===== config.mk =====
export PLATFORM = sky130hd
export DESIGN_NAME = probe_request_ssid_parser
export DESIGN_NICKNAME = d
export VERILOG_FILES = /design/src/rtl/psp_pkg.sv /design/src/rtl/psp_out_fifo.sv /design/src/rtl/probe_request_ssid_parser.sv
export VERILOG_INCLUDE_DIRS = /design/src /design/src/rtl
export SDC_FILE = /design/constraint.sdc
export NUM_CORES = 2
export LEC_CHECK = 0
export BUFFER_PORTS_ARGS = -buffer_cell sky130_fd_sc_hd__buf_4
export CORE_ASPECT_RATIO = 1.4
export CORE_MARGIN = 2
export CORE_UTILIZATION = 60
export CTS_CLUSTER_DIAMETER = 60
export CTS_CLUSTER_SIZE = 40
export DETAILED_ROUTE_END_ITERATION = 10
export GPL_TIMING_DRIVEN = 0
export PLACE_DENSITY = 0.77
export SLEW_MARGIN = 30
export SYNTH_ARGS = -nofsm -noshare
export SYNTH_HDL_FRONTEND = slang
export SYNTH_HIERARCHICAL = 1
export SYNTH_SLANG_ARGS = --single-unit
export TNS_END_PERCENT = 30

===== constraint.sdc =====
create_clock -name clk -period 21.6 [get_ports clk]
set_input_delay 4.32 -clock clk [delete_from_list [all_inputs] [get_ports clk]]
set_output_delay 4.32 -clock clk [all_outputs]
set_load 0.005 [all_outputs]

===== src/rtl/assert_macros.svh =====
// Assertion macros shared by the parser RTL.
`ifndef ASSERT_MACROS_SVH
`define ASSERT_MACROS_SVH

// Same-cycle implication, checked at every rising edge outside reset.
`define PSP_ASSERT_IMP(label, clk, rst, ante, cons, msg) \
  label: assert property (@(posedge clk) disable iff (rst) (ante) |-> (cons)) else $error(msg);

// Next-cycle implication, checked at every rising edge outside reset.
`define PSP_ASSERT_NXT(label, clk, rst, ante, cons, msg) \
  label: assert property (@(posedge clk) disable iff (rst) (ante) |=> (cons)) else $error(msg);

`endif


===== src/rtl/psp_pkg.sv =====
// Shared types and constants of the probe request SSID parser.
`timescale 1ns / 1ps
`default_nettype none

package psp_pkg;

  // Defaults of the top-level parameters.
  localparam int MAX_SSID_BYTES_DEF = 32;
  localparam int COUNTER_BITS_DEF   = 32;

  // 802.11 frame control and header layout.
  localparam logic [7:0] FC_TYPE_MASK = 8'hFC;
  localparam logic [7:0] FC_PROBE_REQ = 8'h40;
  localparam logic [7:0] FC_DS_MASK   = 8'h03;
  localparam int MIN_FRAME_BYTES = 28;
  localparam int MAC_HDR_BYTES   = 24;
  localparam int SA_FIRST_BYTE   = 10;
  localparam int SA_LAST_BYTE    = 15;
  localparam int RT_MIN_LEN      = 4;
  localparam logic [7:0] TAG_SSID = 8'h00;

  // Result queue depth and stream widths.
  localparam int OUT_DEPTH   = 4;
  localparam int IN_TDATA_W  = 8;
  localparam int OUT_TDATA_W = 136;

  typedef enum logic [2:0] {
    PH_RT   = 3'd0,
    PH_MAC  = 3'd1,
    PH_TAG  = 3'd2,
    PH_LEN  = 3'd3,
    PH_SKIP = 3'd4,
    PH_SSID = 3'd5,
    PH_DONE = 3'd6
  } phase_t;

  typedef enum logic [2:0] {
    ST_ACCEPTED  = 3'd0,
    ST_DISABLED  = 3'd1,
    ST_SHORT     = 3'd2,
    ST_NOT_PROBE = 3'd3,
    ST_NO_SSID   = 3'd4,
    ST_TRUNCATED = 3'd5
  } status_t;

  typedef enum logic {
    KIND_BYTE    = 1'b0,
    KIND_VERDICT = 1'b1
  } kind_t;

  // One result item as it waits in the output queue.
  typedef struct packed {
    logic        last;
    kind_t       kind;
    logic [7:0]  byte_value;
    logic [4:0]  byte_index;
    status_t     status;
    logic [47:0] source_address;
    logic [5:0]  ssid_length;
    logic        new_ssid;
    logic [31:0] probes_seen;
    logic [31:0] unique_ssids;
  } result_t;

  // Up to two results handed to the queue in one cycle, first in order first.
  typedef struct packed {
    logic [1:0] n;
    result_t    first;
    result_t    second;
  } res_push_t;

endpackage

`default_nettype wire


===== src/rtl/psp_out_fifo.sv =====
// Result queue of the parser: takes up to two results a cycle, delivers one.
`timescale 1ns / 1ps
`default_nettype none

`include "assert_macros.svh"

module psp_out_fifo (
  input  logic               clk,
  input  logic               rst,
  input  psp_pkg::res_push_t push,
  output logic [$clog2(psp_pkg::OUT_DEPTH + 1) - 1:0] count,
  output logic               out_valid,
  input  logic               out_ready,
  output psp_pkg::result_t   head
);
  import psp_pkg::*;

  localparam int PTR_W = $clog2(OUT_DEPTH);
  localparam int CNT_W = $clog2(OUT_DEPTH + 1);

  result_t          entries [OUT_DEPTH];
  logic [PTR_W-1:0] wr_ptr;
  logic [PTR_W-1:0] rd_ptr;
  logic [PTR_W-1:0] wr_ptr_next;
  logic [CNT_W:0]   fill_after;
  logic             pop;

  function automatic logic [PTR_W-1:0] ptr_inc(logic [PTR_W-1:0] p);
    return (p == PTR_W'(OUT_DEPTH - 1)) ? '0 : p + 1'b1;
  endfunction

  assign out_valid = (count != '0);
  assign pop       = out_valid && out_ready;
  assign head      = entries[rd_ptr];

  // Occupancy after this cycle's pushes and pop.
  assign fill_after = (CNT_W + 1)'(count) + (CNT_W + 1)'(push.n) - (CNT_W + 1)'(pop);

  always_comb begin
    case (push.n)
      2'd1:    wr_ptr_next = ptr_inc(wr_ptr);
      2'd2:    wr_ptr_next = ptr_inc(ptr_inc(wr_ptr));
      default: wr_ptr_next = wr_ptr;
    endcase
  end

  // Pointers and occupancy.
  always_ff @(posedge clk) begin
    if (rst) begin
      wr_ptr <= '0;
      rd_ptr <= '0;
      count  <= '0;
    end else begin
      wr_ptr <= wr_ptr_next;
      if (pop) begin
        rd_ptr <= ptr_inc(rd_ptr);
      end
      count <= fill_after[CNT_W-1:0];
    end
  end

  // Queue storage; the second result lands behind the first.
  always_ff @(posedge clk) begin
    if (push.n != 2'd0) begin
      entries[wr_ptr] <= push.first;
    end
    if (push.n == 2'd2) begin
      entries[ptr_inc(wr_ptr)] <= push.second;
    end
  end

  `PSP_ASSERT_IMP(a_fill_in_range, clk, rst, 1'b1, fill_after <= (CNT_W + 1)'(OUT_DEPTH), "result queue overflow")
  `PSP_ASSERT_IMP(a_empty_ptrs_meet, clk, rst, count == '0, rd_ptr == wr_ptr, "empty queue with pointers apart")

endmodule

`default_nettype wire


===== src/rtl/probe_request_ssid_parser.sv =====
// Top level of the probe request SSID parser.
//
// Frame bytes enter on the s_ channel, one byte per transfer, with s_tlast on
// the final byte of each captured frame (radiotap header included). Results
// leave on the m_ channel: m_tuser is 0 for a tentative SSID byte and 1 for
// the verdict that closes every frame; m_tlast marks the last result caused
// by one input byte. The enable register is written through cfg_wr_en and
// cfg_wr_data; writing 1 while disabled clears both counters, the remembered
// SSID and the frame parser.
// Throughput is one byte per cycle while s_tready is high. The results of a
// byte become valid after the SSID store read and then the compare and the
// write into a four-entry result queue. A byte whose frame ends on an SSID
// byte yields two results; s_tready falls when the queue could not take two
// more, so a stalled receiver stalls the input after at most a few bytes and
// nothing is dropped.
// Reset clears the parser, the counters and the remembered SSID length at
// once; the SSID store itself needs no clearing pass.
`timescale 1ns / 1ps
`default_nettype none

`include "assert_macros.svh"

module probe_request_ssid_parser #(
  parameter int MAX_SSID_BYTES = psp_pkg::MAX_SSID_BYTES_DEF,
  parameter int COUNTER_BITS   = psp_pkg::COUNTER_BITS_DEF
) (
  input  logic                             clk,
  input  logic                             rst,
  input  logic                             cfg_wr_en,
  input  logic                             cfg_wr_data,
  input  logic                             s_tvalid,
  output logic                             s_tready,
  input  logic [psp_pkg::IN_TDATA_W-1:0]   s_tdata,   // frame_byte[7:0]
  input  logic                             s_tlast,
  output logic                             m_tvalid,
  input  logic                             m_tready,
  // byte_value[7:0], byte_index[12:8], status[15:13], source_address[63:16],
  // ssid_length[69:64], new_ssid[70], probes_seen[102:71],
  // unique_ssids[134:103], zero[135]
  output logic [psp_pkg::OUT_TDATA_W-1:0]  m_tdata,
  output logic [0:0]                       m_tuser,   // kind[0]
  output logic                             m_tlast
);
  import psp_pkg::*;

  localparam int ADDR_W = $clog2(2 * MAX_SSID_BYTES);
  localparam int FCNT_W = $clog2(MIN_FRAME_BYTES + 1);
  localparam int CNT_W  = $clog2(OUT_DEPTH + 1);

  // Byte carried from the parse stage to the compare stage.
  typedef struct packed {
    logic        valid;
    logic        ssid;
    logic        emit;
    logic [7:0]  byte_value;
    logic [4:0]  byte_index;
    logic        prev_ok;
    logic        last;
    status_t     status;
    logic [47:0] source_address;
    logic [5:0]  ssid_length;
  } s2_t;

  // Configuration and handshake.
  logic enabled;
  logic cfg_restart;
  logic s_accept;
  logic restart;
  logic [7:0] b;

  // Parser state.
  phase_t            phase, phase_e, phase_next;
  logic [15:0]       pos, pos_e, pos_next;
  logic [15:0]       rt_len, rt_len_next;
  logic [15:0]       rt_full;
  logic [47:0]       sa, sa_next;
  logic [7:0]        tag, tag_next;
  logic [7:0]        remain, remain_next;
  status_t           verdict, verdict_next;
  logic [FCNT_W-1:0] fcnt, fcnt_next;
  logic [7:0]        head0, head0_next;
  logic [7:0]        head1, head1_next;
  logic              rt_done;

  // Per-byte outputs of the parse stage.
  logic              ssid_hit;
  logic              prev_ok;
  status_t           status_now;
  logic [ADDR_W-1:0] mem_wr_addr;
  logic [ADDR_W-1:0] mem_rd_addr;

  // SSID store and remembered SSID.
  logic [7:0]        ssid_store [2 * MAX_SSID_BYTES];
  logic [7:0]        mem_rdata;
  logic [5:0]        stored_len [2];
  logic              active_bank;

  // Compare stage.
  s2_t               s2;
  logic              differs, cdone;
  logic              differs_upd, cdone_upd;
  logic [7:0]        prev;
  logic              accepted;
  logic [COUNTER_BITS-1:0] probe_cnt, probe_next;
  logic [COUNTER_BITS-1:0] unique_cnt, unique_next;
  result_t           res_byte, res_verdict;
  res_push_t         push;

  // Result queue.
  logic [CNT_W-1:0]  fifo_count;
  result_t           head;

  function automatic logic fc_bad(logic [15:0] k, logic [7:0] v);
    return ((k == 16'd0) && ((v & FC_TYPE_MASK) != FC_PROBE_REQ)) ||
           ((k == 16'd1) && ((v & FC_DS_MASK) != 8'h00));
  endfunction

  function automatic logic [31:0] low32(logic [COUNTER_BITS-1:0] c);
    logic [63:0] w;
    w = 64'(c);
    return w[31:0];
  endfunction

  assign b           = s_tdata;
  assign s_accept    = s_tvalid && s_tready;
  assign cfg_restart = cfg_wr_en && cfg_wr_data && !enabled;
  assign restart     = rst || cfg_restart || (s_accept && s_tlast);
  assign rt_full     = {b, rt_len[7:0]};

  // The radiotap header ends once the position reaches its length.
  assign rt_done = (phase == PH_RT) && (pos >= 16'(RT_MIN_LEN)) && (pos == rt_len);
  assign phase_e = rt_done ? PH_MAC : phase;
  assign pos_e   = rt_done ? 16'd0 : pos;

  // Queue room for two more results once the compare stage has pushed.
  assign s_tready = (4'(fifo_count) + 4'(push.n)) <= 4'(OUT_DEPTH - 2);

  // Next parser state for the byte on the input.
  always_comb begin : parse_next
    phase_next   = phase_e;
    pos_next     = pos_e;
    rt_len_next  = rt_len;
    sa_next      = sa;
    tag_next     = tag;
    remain_next  = remain;
    verdict_next = verdict;
    head0_next   = head0;
    head1_next   = head1;
    fcnt_next    = (fcnt < FCNT_W'(MIN_FRAME_BYTES)) ? fcnt + 1'b1 : fcnt;
    case (phase_e)
      PH_RT: begin
        if (pos_e == 16'd0) head0_next = b;
        if (pos_e == 16'd1) head1_next = b;
        if (pos_e == 16'd2) rt_len_next = {8'd0, b};
        if ((pos_e == 16'd3) && (rt_full < 16'(RT_MIN_LEN))) begin
          // A short radiotap length overlaps the MAC header.
          rt_len_next = rt_full;
          if (rt_full == 16'd0) begin
            if (fc_bad(16'd0, head0) || fc_bad(16'd1, head1)) verdict_next = ST_NOT_PROBE;
          end else begin
            verdict_next = ST_NOT_PROBE;
          end
          phase_next = PH_MAC;
          pos_next   = 16'(RT_MIN_LEN) - rt_full;
        end else begin
          if (pos_e == 16'd3) rt_len_next = rt_full;
          if (pos_e != 16'hFFFF) pos_next = pos_e + 16'd1;
        end
      end
      PH_MAC: begin
        if (fc_bad(pos_e, b)) verdict_next = ST_NOT_PROBE;
        if ((pos_e >= 16'(SA_FIRST_BYTE)) && (pos_e <= 16'(SA_LAST_BYTE))) begin
          sa_next = {sa[39:0], b};
        end
        if (pos_e >= 16'(MAC_HDR_BYTES - 1)) begin
          phase_next = (verdict_next != ST_ACCEPTED) ? PH_DONE : PH_TAG;
          pos_next   = 16'd0;
        end else begin
          pos_next = pos_e + 16'd1;
        end
      end
      PH_TAG: begin
        tag_next   = b;
        phase_next = PH_LEN;
      end
      PH_LEN: begin
        if (tag == TAG_SSID) begin
          if ((b == 8'd0) || (b > 8'(MAX_SSID_BYTES))) begin
            verdict_next = ST_NO_SSID;
            phase_next   = PH_DONE;
          end else begin
            remain_next = b;
            pos_next    = 16'd0;
            phase_next  = PH_SSID;
          end
        end else if (b == 8'd0) begin
          phase_next = PH_TAG;
        end else begin
          remain_next = b;
          phase_next  = PH_SKIP;
        end
      end
      PH_SKIP: begin
        remain_next = remain - 8'd1;
        if (remain == 8'd1) phase_next = PH_TAG;
      end
      PH_SSID: begin
        pos_next    = pos_e + 16'd1;
        remain_next = remain - 8'd1;
        if (remain == 8'd1) begin
          verdict_next = ST_ACCEPTED;
          phase_next   = PH_DONE;
        end
      end
      default: begin
      end
    endcase
  end

  // Store access and frame verdict for the byte on the input.
  always_comb begin : parse_out
    ssid_hit    = (phase_e == PH_SSID) && (pos_e < 16'(MAX_SSID_BYTES));
    prev_ok     = pos_e < 16'(stored_len[active_bank]);
    mem_rd_addr = active_bank ? ADDR_W'(MAX_SSID_BYTES) + ADDR_W'(pos_e) : ADDR_W'(pos_e);
    mem_wr_addr = active_bank ? ADDR_W'(pos_e) : ADDR_W'(MAX_SSID_BYTES) + ADDR_W'(pos_e);
    if (!enabled) begin
      status_now = ST_DISABLED;
    end else if ((fcnt_next < FCNT_W'(MIN_FRAME_BYTES)) ||
                 (phase_next inside {PH_RT, PH_MAC})) begin
      status_now = ST_SHORT;
    end else if (phase_next == PH_SSID) begin
      status_now = ST_TRUNCATED;
    end else if (phase_next == PH_DONE) begin
      status_now = verdict_next;
    end else begin
      status_now = ST_NO_SSID;
    end
  end

  // Enable register.
  always_ff @(posedge clk) begin
    if (rst) begin
      enabled <= 1'b0;
    end else if (cfg_wr_en) begin
      enabled <= cfg_wr_data;
    end
  end

  // Parser state registers; every frame end starts a fresh frame.
  always_ff @(posedge clk) begin
    if (restart) begin
      phase   <= PH_RT;
      pos     <= '0;
      rt_len  <= '0;
      sa      <= '0;
      tag     <= '0;
      remain  <= '0;
      verdict <= ST_ACCEPTED;
      fcnt    <= '0;
      head0   <= '0;
      head1   <= '0;
    end else if (s_accept) begin
      phase   <= phase_next;
      pos     <= pos_next;
      rt_len  <= rt_len_next;
      sa      <= sa_next;
      tag     <= tag_next;
      remain  <= remain_next;
      verdict <= verdict_next;
      fcnt    <= fcnt_next;
      head0   <= head0_next;
      head1   <= head1_next;
    end
  end

  // SSID store: the new SSID goes to the idle bank, the old one is read back.
  always_ff @(posedge clk) begin
    if (s_accept && ssid_hit) begin
      ssid_store[mem_wr_addr] <= b;
    end
    mem_rdata <= ssid_store[mem_rd_addr];
  end

  // Compare stage valid flag.
  always_ff @(posedge clk) begin
    if (rst) begin
      s2.valid <= 1'b0;
    end else begin
      s2.valid <= s_accept;
    end
  end

  // Compare stage payload.
  always_ff @(posedge clk) begin
    if (s_accept) begin
      s2.ssid           <= ssid_hit;
      s2.emit           <= ssid_hit && enabled;
      s2.byte_value     <= b;
      s2.byte_index     <= pos_e[4:0];
      s2.prev_ok        <= prev_ok;
      s2.last           <= s_tlast;
      s2.status         <= status_now;
      s2.source_address <= sa_next;
      s2.ssid_length    <= pos_next[5:0];
    end
  end

  // String compare against the remembered SSID, counters and results.
  always_comb begin : compare_stage
    prev        = s2.prev_ok ? mem_rdata : 8'd0;
    differs_upd = differs;
    cdone_upd   = cdone;
    if (s2.ssid && !cdone) begin
      if (prev != s2.byte_value) begin
        differs_upd = 1'b1;
        cdone_upd   = 1'b1;
      end else if (prev == 8'd0) begin
        cdone_upd = 1'b1;
      end
    end
    accepted    = s2.valid && s2.last && (s2.status == ST_ACCEPTED);
    probe_next  = accepted ? probe_cnt + COUNTER_BITS'(1) : probe_cnt;
    unique_next = (accepted && differs_upd) ? unique_cnt + COUNTER_BITS'(1) : unique_cnt;

    res_byte                = '0;
    res_byte.last           = !s2.last;
    res_byte.kind           = KIND_BYTE;
    res_byte.byte_value     = s2.byte_value;
    res_byte.byte_index     = s2.byte_index;
    res_byte.status         = ST_ACCEPTED;
    res_byte.source_address = s2.source_address;

    res_verdict                = '0;
    res_verdict.last           = 1'b1;
    res_verdict.kind           = KIND_VERDICT;
    res_verdict.status         = s2.status;
    res_verdict.source_address = accepted ? s2.source_address : 48'd0;
    res_verdict.ssid_length    = accepted ? s2.ssid_length : 6'd0;
    res_verdict.new_ssid       = accepted && differs_upd;
    res_verdict.probes_seen    = low32(probe_next);
    res_verdict.unique_ssids   = low32(unique_next);

    push.n      = s2.valid ? 2'(s2.emit) + 2'(s2.last) : 2'd0;
    push.first  = s2.emit ? res_byte : res_verdict;
    push.second = res_verdict;
  end

  // Compare flags live for one frame.
  always_ff @(posedge clk) begin
    if (rst || cfg_restart) begin
      differs <= 1'b0;
      cdone   <= 1'b0;
    end else if (s2.valid) begin
      differs <= s2.last ? 1'b0 : differs_upd;
      cdone   <= s2.last ? 1'b0 : cdone_upd;
    end
  end

  // Counters and the remembered SSID bank, updated by an accepted verdict.
  always_ff @(posedge clk) begin
    if (rst || cfg_restart) begin
      probe_cnt     <= '0;
      unique_cnt    <= '0;
      stored_len[0] <= '0;
      stored_len[1] <= '0;
      active_bank   <= 1'b0;
    end else if (accepted) begin
      probe_cnt                 <= probe_next;
      unique_cnt                <= unique_next;
      stored_len[!active_bank]  <= s2.ssid_length;
      active_bank               <= !active_bank;
    end
  end

  psp_out_fifo u_out_fifo (
    .clk       (clk),
    .rst       (rst),
    .push      (push),
    .count     (fifo_count),
    .out_valid (m_tvalid),
    .out_ready (m_tready),
    .head      (head)
  );

  // Output stream packing.
  assign m_tdata = {1'b0, head.unique_ssids, head.probes_seen, head.new_ssid,
                    head.ssid_length, head.source_address, head.status,
                    head.byte_index, head.byte_value};
  assign m_tuser = head.kind;
  assign m_tlast = head.last;

  `PSP_ASSERT_IMP(a_emit_only_enabled, clk, rst, s2.valid && s2.emit, enabled, "tentative byte while disabled")
  `PSP_ASSERT_IMP(a_banks_apart, clk, rst, ssid_hit, mem_rd_addr != mem_wr_addr, "SSID read and write hit one bank")
  `PSP_ASSERT_NXT(a_cmp_cleared, clk, rst, s2.valid && s2.last, !differs && !cdone, "compare flags kept past frame end")

endmodule

`default_nettype wire

* Yosys cells after proc, flatten, opt, wreduce, memory -nomap -nowiden
Memories as Yosys holds them, arrays and structs flattened. A register that Yosys moved wholly into a read port is not among the register bits.
Cells that the tools add are included.
** Operators by class
- Multiply operators :: 0
- Reduce and logical (&&, ||, !) cells :: 58
- Eq/ne operators :: 24
- $add $sub $neg :: 13
- Magnitude comparators :: 11
- Div/mod/pow operators :: 0
- Multiplexer cells :: 77
- Shifts and indexed selects :: 0
- Bitwise gates (word level) :: 3
** Operator list (count)
- 16-bit 2-to-1 mux :: 9
- 48-bit 2-to-1 mux :: 3
- 137-bit 2-to-1 mux :: 1
- 32-bit by 1-bit adder with 32-bit output (second input constant) :: 2
- 32-bit 2-to-1 mux :: 2
- 16-bit case mux with 4 select lines :: 1
- 3-bit 2-to-1 mux :: 18
- 16-bit by 2-bit == test with 1-bit output (second input constant) :: 2
- 16-bit logical NOT :: 2
- 8-bit 2-to-1 mux :: 4
- 8-bit logical NOT :: 3
- 6-bit 2-to-1 mux :: 4
- 1-bit 2-to-1 mux :: 22
- 1-bit logical AND :: 18
- 3-bit case mux with 6 select lines :: 1
- 16-bit by 1-bit adder with 16-bit output (second input constant) :: 1
- 16-bit by 1-bit == test with 1-bit output (second input constant) :: 1
- 16-bit == test :: 1
- 16-bit by 3-bit >= comparator with 1-bit output (second input constant) :: 1
- 16-bit by 4-bit >= comparator with 1-bit output (second input constant) :: 1
- 16-bit by 5-bit >= comparator with 1-bit output (second input constant) :: 1
- 16-bit by 4-bit <= comparator with 1-bit output (second input constant) :: 1
- 16-bit by 3-bit < comparator with 1-bit output (second input constant) :: 1
- 16-bit by 6-bit < comparator with 1-bit output :: 1
- 40 further kinds :: 85
** Word-level totals
- Bits in writable memories :: 1072
- Bits in read-only memories :: 0
- Output and inout port bits :: 140
- Input port bits :: 15
- Register bits :: 267
- Latch bits :: 0
- Memories :: 3
** Memories
- u_out_fifo.entries :: words 4, bits a word 137, read ports 1, clocked after Yosys merged registers in 1, wr ports 2, line psp_out_fifo.sv:21 : result_t entries [OUT_DEPTH];
- ssid_store :: words 64, bits a word 8, read ports 1, clocked after Yosys merged registers in 1, wr ports 1, line probe_request_ssid_parser.sv:93 : logic [7:0] ssid_store [2 * MAX_SSID_BYTES];
- stored_len :: words 2, bits a word 6, read ports 1, clocked after Yosys merged registers in 1, wr ports 2, line probe_request_ssid_parser.sv:95 : logic [5:0] stored_len [2];

* Longest topological paths before layout
- Depth in word-level cells :: 17
- Depth in mapped cells :: 18
- Mapped depth without buffers :: 15

* Hierarchy
Netlist, hierarchy kept.
** Modules (own cells, without submodules)
- probe_request_ssid_parser :: times used 1, cells each 2774, area an instance 34011.4 sq um
- psp_out_fifo :: times used 1, cells each 1389, area an instance 26945.8 sq um

* Worst setup path before layout
Ideal clock, no wire load.
- Kind :: register to register
- Start point :: reg s2[57] in the netlist's numbering
- End point :: mem u_out_fifo/entries[0][0] in the netlist's numbering (enable)
- Stages on the path, launching flop included :: 6
- Clock period less this slack :: 11528 ps
- Data arrival time :: 10705 ps
- Required time :: 20778 ps
- Setup slack :: 10072 ps
- Setup time :: 822 ps
- Buffers on the path :: 0
- Path through :: edfxtp_1 > ha_1 > and2_1 > inv_1 > ha_1 > o21ai_0
** RTL lines
- start, declared :: line probe_request_ssid_parser.sv:99 : s2_t s2;
- end, declared :: line psp_out_fifo.sv:21

==> impl_metrics.csv <==
group,metric,value,unit
detailed_routing,via_per_inst,6.40,
clock_network,number_of_buffers_on_the_longest_clock_path,3,
worst_setup_path,required,17280,ps
floorplan,starting_density_of_the_core,60.5,%
floorplan,num_rows,138,
worst_setup_path,timing.critical_path.slowest_cell_delay,500,ps
finish,layout_commonest_cell,"edfxtp_1",
grt,grt_first_pass_wirelength,246,mm
timing,clock_skew,53.1,ps
synth,synth_cell_type_count,81,
clock_network,post_cts_setup_buffer_count,0,
worst_setup_path,path_buf_inv,1,
timing,worst_pin_slew,1120,ps
floorplan,dieArea,104000,sq um
synth,seq_area_frac_synth,63.1,%
synth,synth.top_cells.by_area,"edfxtp_1 (56%), mux2_2 (12%), dfxtp_1 (6.6%)",
worst_setup_path,rr_startpoint,"pos[1]$_SDFFE_PP0P_",
floorplan,die_x,273,microns
outcome,status,"finished clean",
synth,yosys_most_used_dff,"edfxtp_1",
floorplan,die_h,381,microns
worst_setup_path,path_class,"register to output port",
worst_setup_path,worstPathArrival,3130,ps
grt,gr-total-overflow,0,
worst_setup_path,reg2reg_depth,16,
synth,yosys_warnings,6,
synth,synth_top_area_share,56.5,%
timing,setup_total_negative_slack,0,ps
worst_setup_path,critical_path.max_fanout,4,
worst_setup_path,cp-start-kind,"register",
synth,yosys.area.top_type,"edfxtp_1",
detailed_routing,number_of_antenna_violating_nets_in_the_routed_design,0,
power_and_ir_drop,finalPower,6.36,mW
power_and_ir_drop,power.density,94.0,nW/um^2
placement,place.port_buffers,153,
finish,final_nets,4536,
clock_network,root_buffer,"clkbuf_16",
synth,async_reset_ff_share,0,%
floorplan,core-area,101000,sq um
finish,stdcell_count,5872,
grt,grt_antenna_before_repair,2,
timing,period_share,34.5,%
timing,setup_repair_after_global_routing_missed_its_margin,"false",
timing,finalMaxSlewViolations,0,
synth,syn-cell-area,61000,sq um
timing,final.min_clock_period,7450,ps
clock_network,cts_inserted_buffers,67,
placement,hpwl,117,mm
grt,globalRouteMet2Util,56.1,%
clock_network,cts_htree_levels,3,
worst_setup_path,critPathMostFrequentCell,"ha_1",
placement,place.gp.congestion,1.05,
clock_network,cts_hold_bufs,0,
min_path,hold_end,"head0[6]$_SDFFE_PP0P_",
worst_setup_path,crit-reg2reg-capture,"sa[18]$_SDFFE_PP0P_",
timing,timing.max_slew.rel_slack,25.2,%
detailed_routing,wirelength,169,mm
finish,areaGrowthSynthToFinish,11.0,%
min_path,min_delay_path_depth,2,
clock_network,cts_sinks,1348,
worst_setup_path,timing.critical_path.max_delay_family,"adder cells",
detailed_routing,drc_errors,0,
timing,timing.final.hold_violations,0,
grt,globalRouteMet1Util,37.8,%
power_and_ir_drop,ir_drop,0.101,mV
synth,synthesis.area_per_instance,14.6,sq um
worst_setup_path,reg2reg_setup_slack,15160,ps
synth,synth-edff-count,1146,
clock_network,cts_tree,"built",
finish,post_route_cells_drive_above_1_share,27.8,%
detailed_routing,drtPass1Iterations,6,
clock_network,clock_insertion_delay_worst_skew,710,ps
clock_network,clk_pin_slew_worst_paths,120,ps
detailed_routing,drt_iter0_drc,4026,
run,drv.max_cap_violation_count,0,
worst_setup_path,setup.worst_path.end_class,"output port",
detailed_routing,route.detailed.wl_per_inst,28.8,microns
placement,place_inst,5749,
min_path,worstHoldPathType,"register to register",
timing,timing.fmax,134,MHz
min_path,timing.hold.worst.start,"head0[6]$_SDFFE_PP0P_",
synth,ys_ff_latch,1348,
detailed_routing,via_count,37600,
grt,grtUsageMet3,5.56,%
floorplan,io_pins,155,
grt,grt.busiest_layer,"met2",
timing,finalSetupViolCount,0,
finish,layout_common_cells,"edfxtp_1 (1146), mux2_2 (643), nor2_1 (316)",
clock_network,post_cts.resized_instances,0,
grt,first_global_vias,37900,
synth,postSynthCellCount,4163,
worst_setup_path,critical_path.cell_chain,"ha_1 -> and2_1 -> ha_1 -> fa_1 -> o21a_1 -> a21oi_1 -> buf_4",
grt,largest_net_degree_at_the_start_of_global_routing,73,
grt,grt.total_usage,32.5,%
power_and_ir_drop,leakagePower,24.7,nW
worst_setup_path,crit_path_top_delay_cell,"edfxtp_1",
-- routing by layer --
metal / vias to the layer above / share of wire (%)
met4: 2 / 6.9
met1: 18700 / 35
met5: - / 0.0047
met2: 1814 / 51
li1: 16500 / -
met3: 504 / 7.6
-- power by group --
group	total [mW]	internal, mW	switching, mW	leakage, nW
Clock	1.61	0.668	0.941	1.19
Combinational	1.69	0.664	1.02	11.2
Sequential	3.07	3.00	0.0687	12.3
Total	6.36	4.33	2.03	24.7
-- worst min-delay path, delay by kind of cell, from the launching register on --
kind             cells  cell delay (ps)
AND/OR/NAND/NOR      1               50
AO/OA/AOI/OAI        1               50
flip-flops           1              320
-- area by class of cell --
cell class / count / area [sq um]
Fill cell: 7059 / 33200
Clock inverter: 50 / 743
Antenna cell: 2 / 5.00
Multi-Input combinational cell: 2495 / 21000
Clock buffer: 71 / 1730
Buffer: 261 / 1370
Tap cell: 1330 / 1660
Timing Repair Buffer: 197 / 2210
Sequential cell: 1348 / 38500
Inverter: 118 / 443
-- synth_stat cells, types with 28 or more instances --
| master | instances |
|---|---|
| edfxtp_1 | 1146 |
| mux2_2 | 643 |
| nor2_1 | 321 |
| dfxtp_1 | 202 |
| nand2_1 | 194 |
| mux4_2 | 140 |
| clkbuf_1 | 135 |
| inv_1 | 114 |
| mux2i_1 | 100 |
| a21oi_1 | 92 |
| and2_1 | 79 |
| o21ai_0 | 67 |
| nand3_1 | 66 |
| buf_2 | 63 |
| nor2b_1 | 56 |
| xor2_1 | 54 |
| nand2b_1 | 51 |
| o211a_1 | 51 |
| nor3_1 | 44 |
| a22oi_1 | 43 |
| xnor2_1 | 41 |
| nand4_1 | 33 |
| a222oi_1 | 32 |
| ha_1 | 31 |
| buf_6 | 28 |
-- logic make-up after synthesis --
kind of cell / count (synthesis) / share of synthesized area [%]
AOI/OAI and AO/OA: 485 / 5.81
xor gates and xnor gates: 95 / 1.36
adders and majority gates: 34 / 0.718
buffers and inverters: 379 / 2.93
DFF: 1348 / 63.1
muxes: 884 / 18.7
other: 2 / 0.0123
and+or+nand+nor: 936 / 7.37
-- registers in the layout, summed over array words and instances (netlist names), 5 cells and up, named ones only --
| signal | count |
|---|---|
| sa | 48 |
| mem_rdata | 8 |
| res_byte | 61 |
| s2 | 11 |
| tag | 8 |
| unique_cnt | 32 |
| rt_len | 16 |
| pos | 16 |
| stored_len | 12 |
| remain | 8 |
| ssid_store | 512 |
| head0 | 6 |
| u_out_fifo/entries | 548 |
| probe_cnt | 32 |
| fcnt | 5 |
-- through the flow --
stage / hold WS (ps) / setup WS, ps / area [sq um] / util, %
after global routing: 485 / 14100 / 67700 / 67.1
after detailed placement: 448 / 13690 / 65200 / 64.6
after global placement: 443 / 1070 / 64000 / 63.5
after floorplan: 436 / 10070 / 61200 / -
final: 462 / 14150 / 67700 / 67.1
after CTS: 463 / 14160 / 67600 / 67.1
-- worst max-delay path by stage --
| stage | endpoint | cells after the start | startpoint |
|---|---|---|---|
| floorplan | u_out_fifo/entries[0][0]$_DFFE_PP_ | 5 | s2[57]$_DFFE_PP_ |
| global placement | u_out_fifo/entries[3][89]$_DFFE_PP_ | 5 | s2[57]$_DFFE_PP_ |
| detailed placement | remain[6]$_SDFFE_PP0P_ | 10 | s_tdata[1] |
| CTS | s_tready | 7 | s2[57]$_DFFE_PP_ |
| global route | s_tready | 7 | s2[57]$_DFFE_PP_ |
| finish | s_tready | 7 | s2[57]$_DFFE_PP_ |
Note: power is estimated with default switching activity, not from simulation.
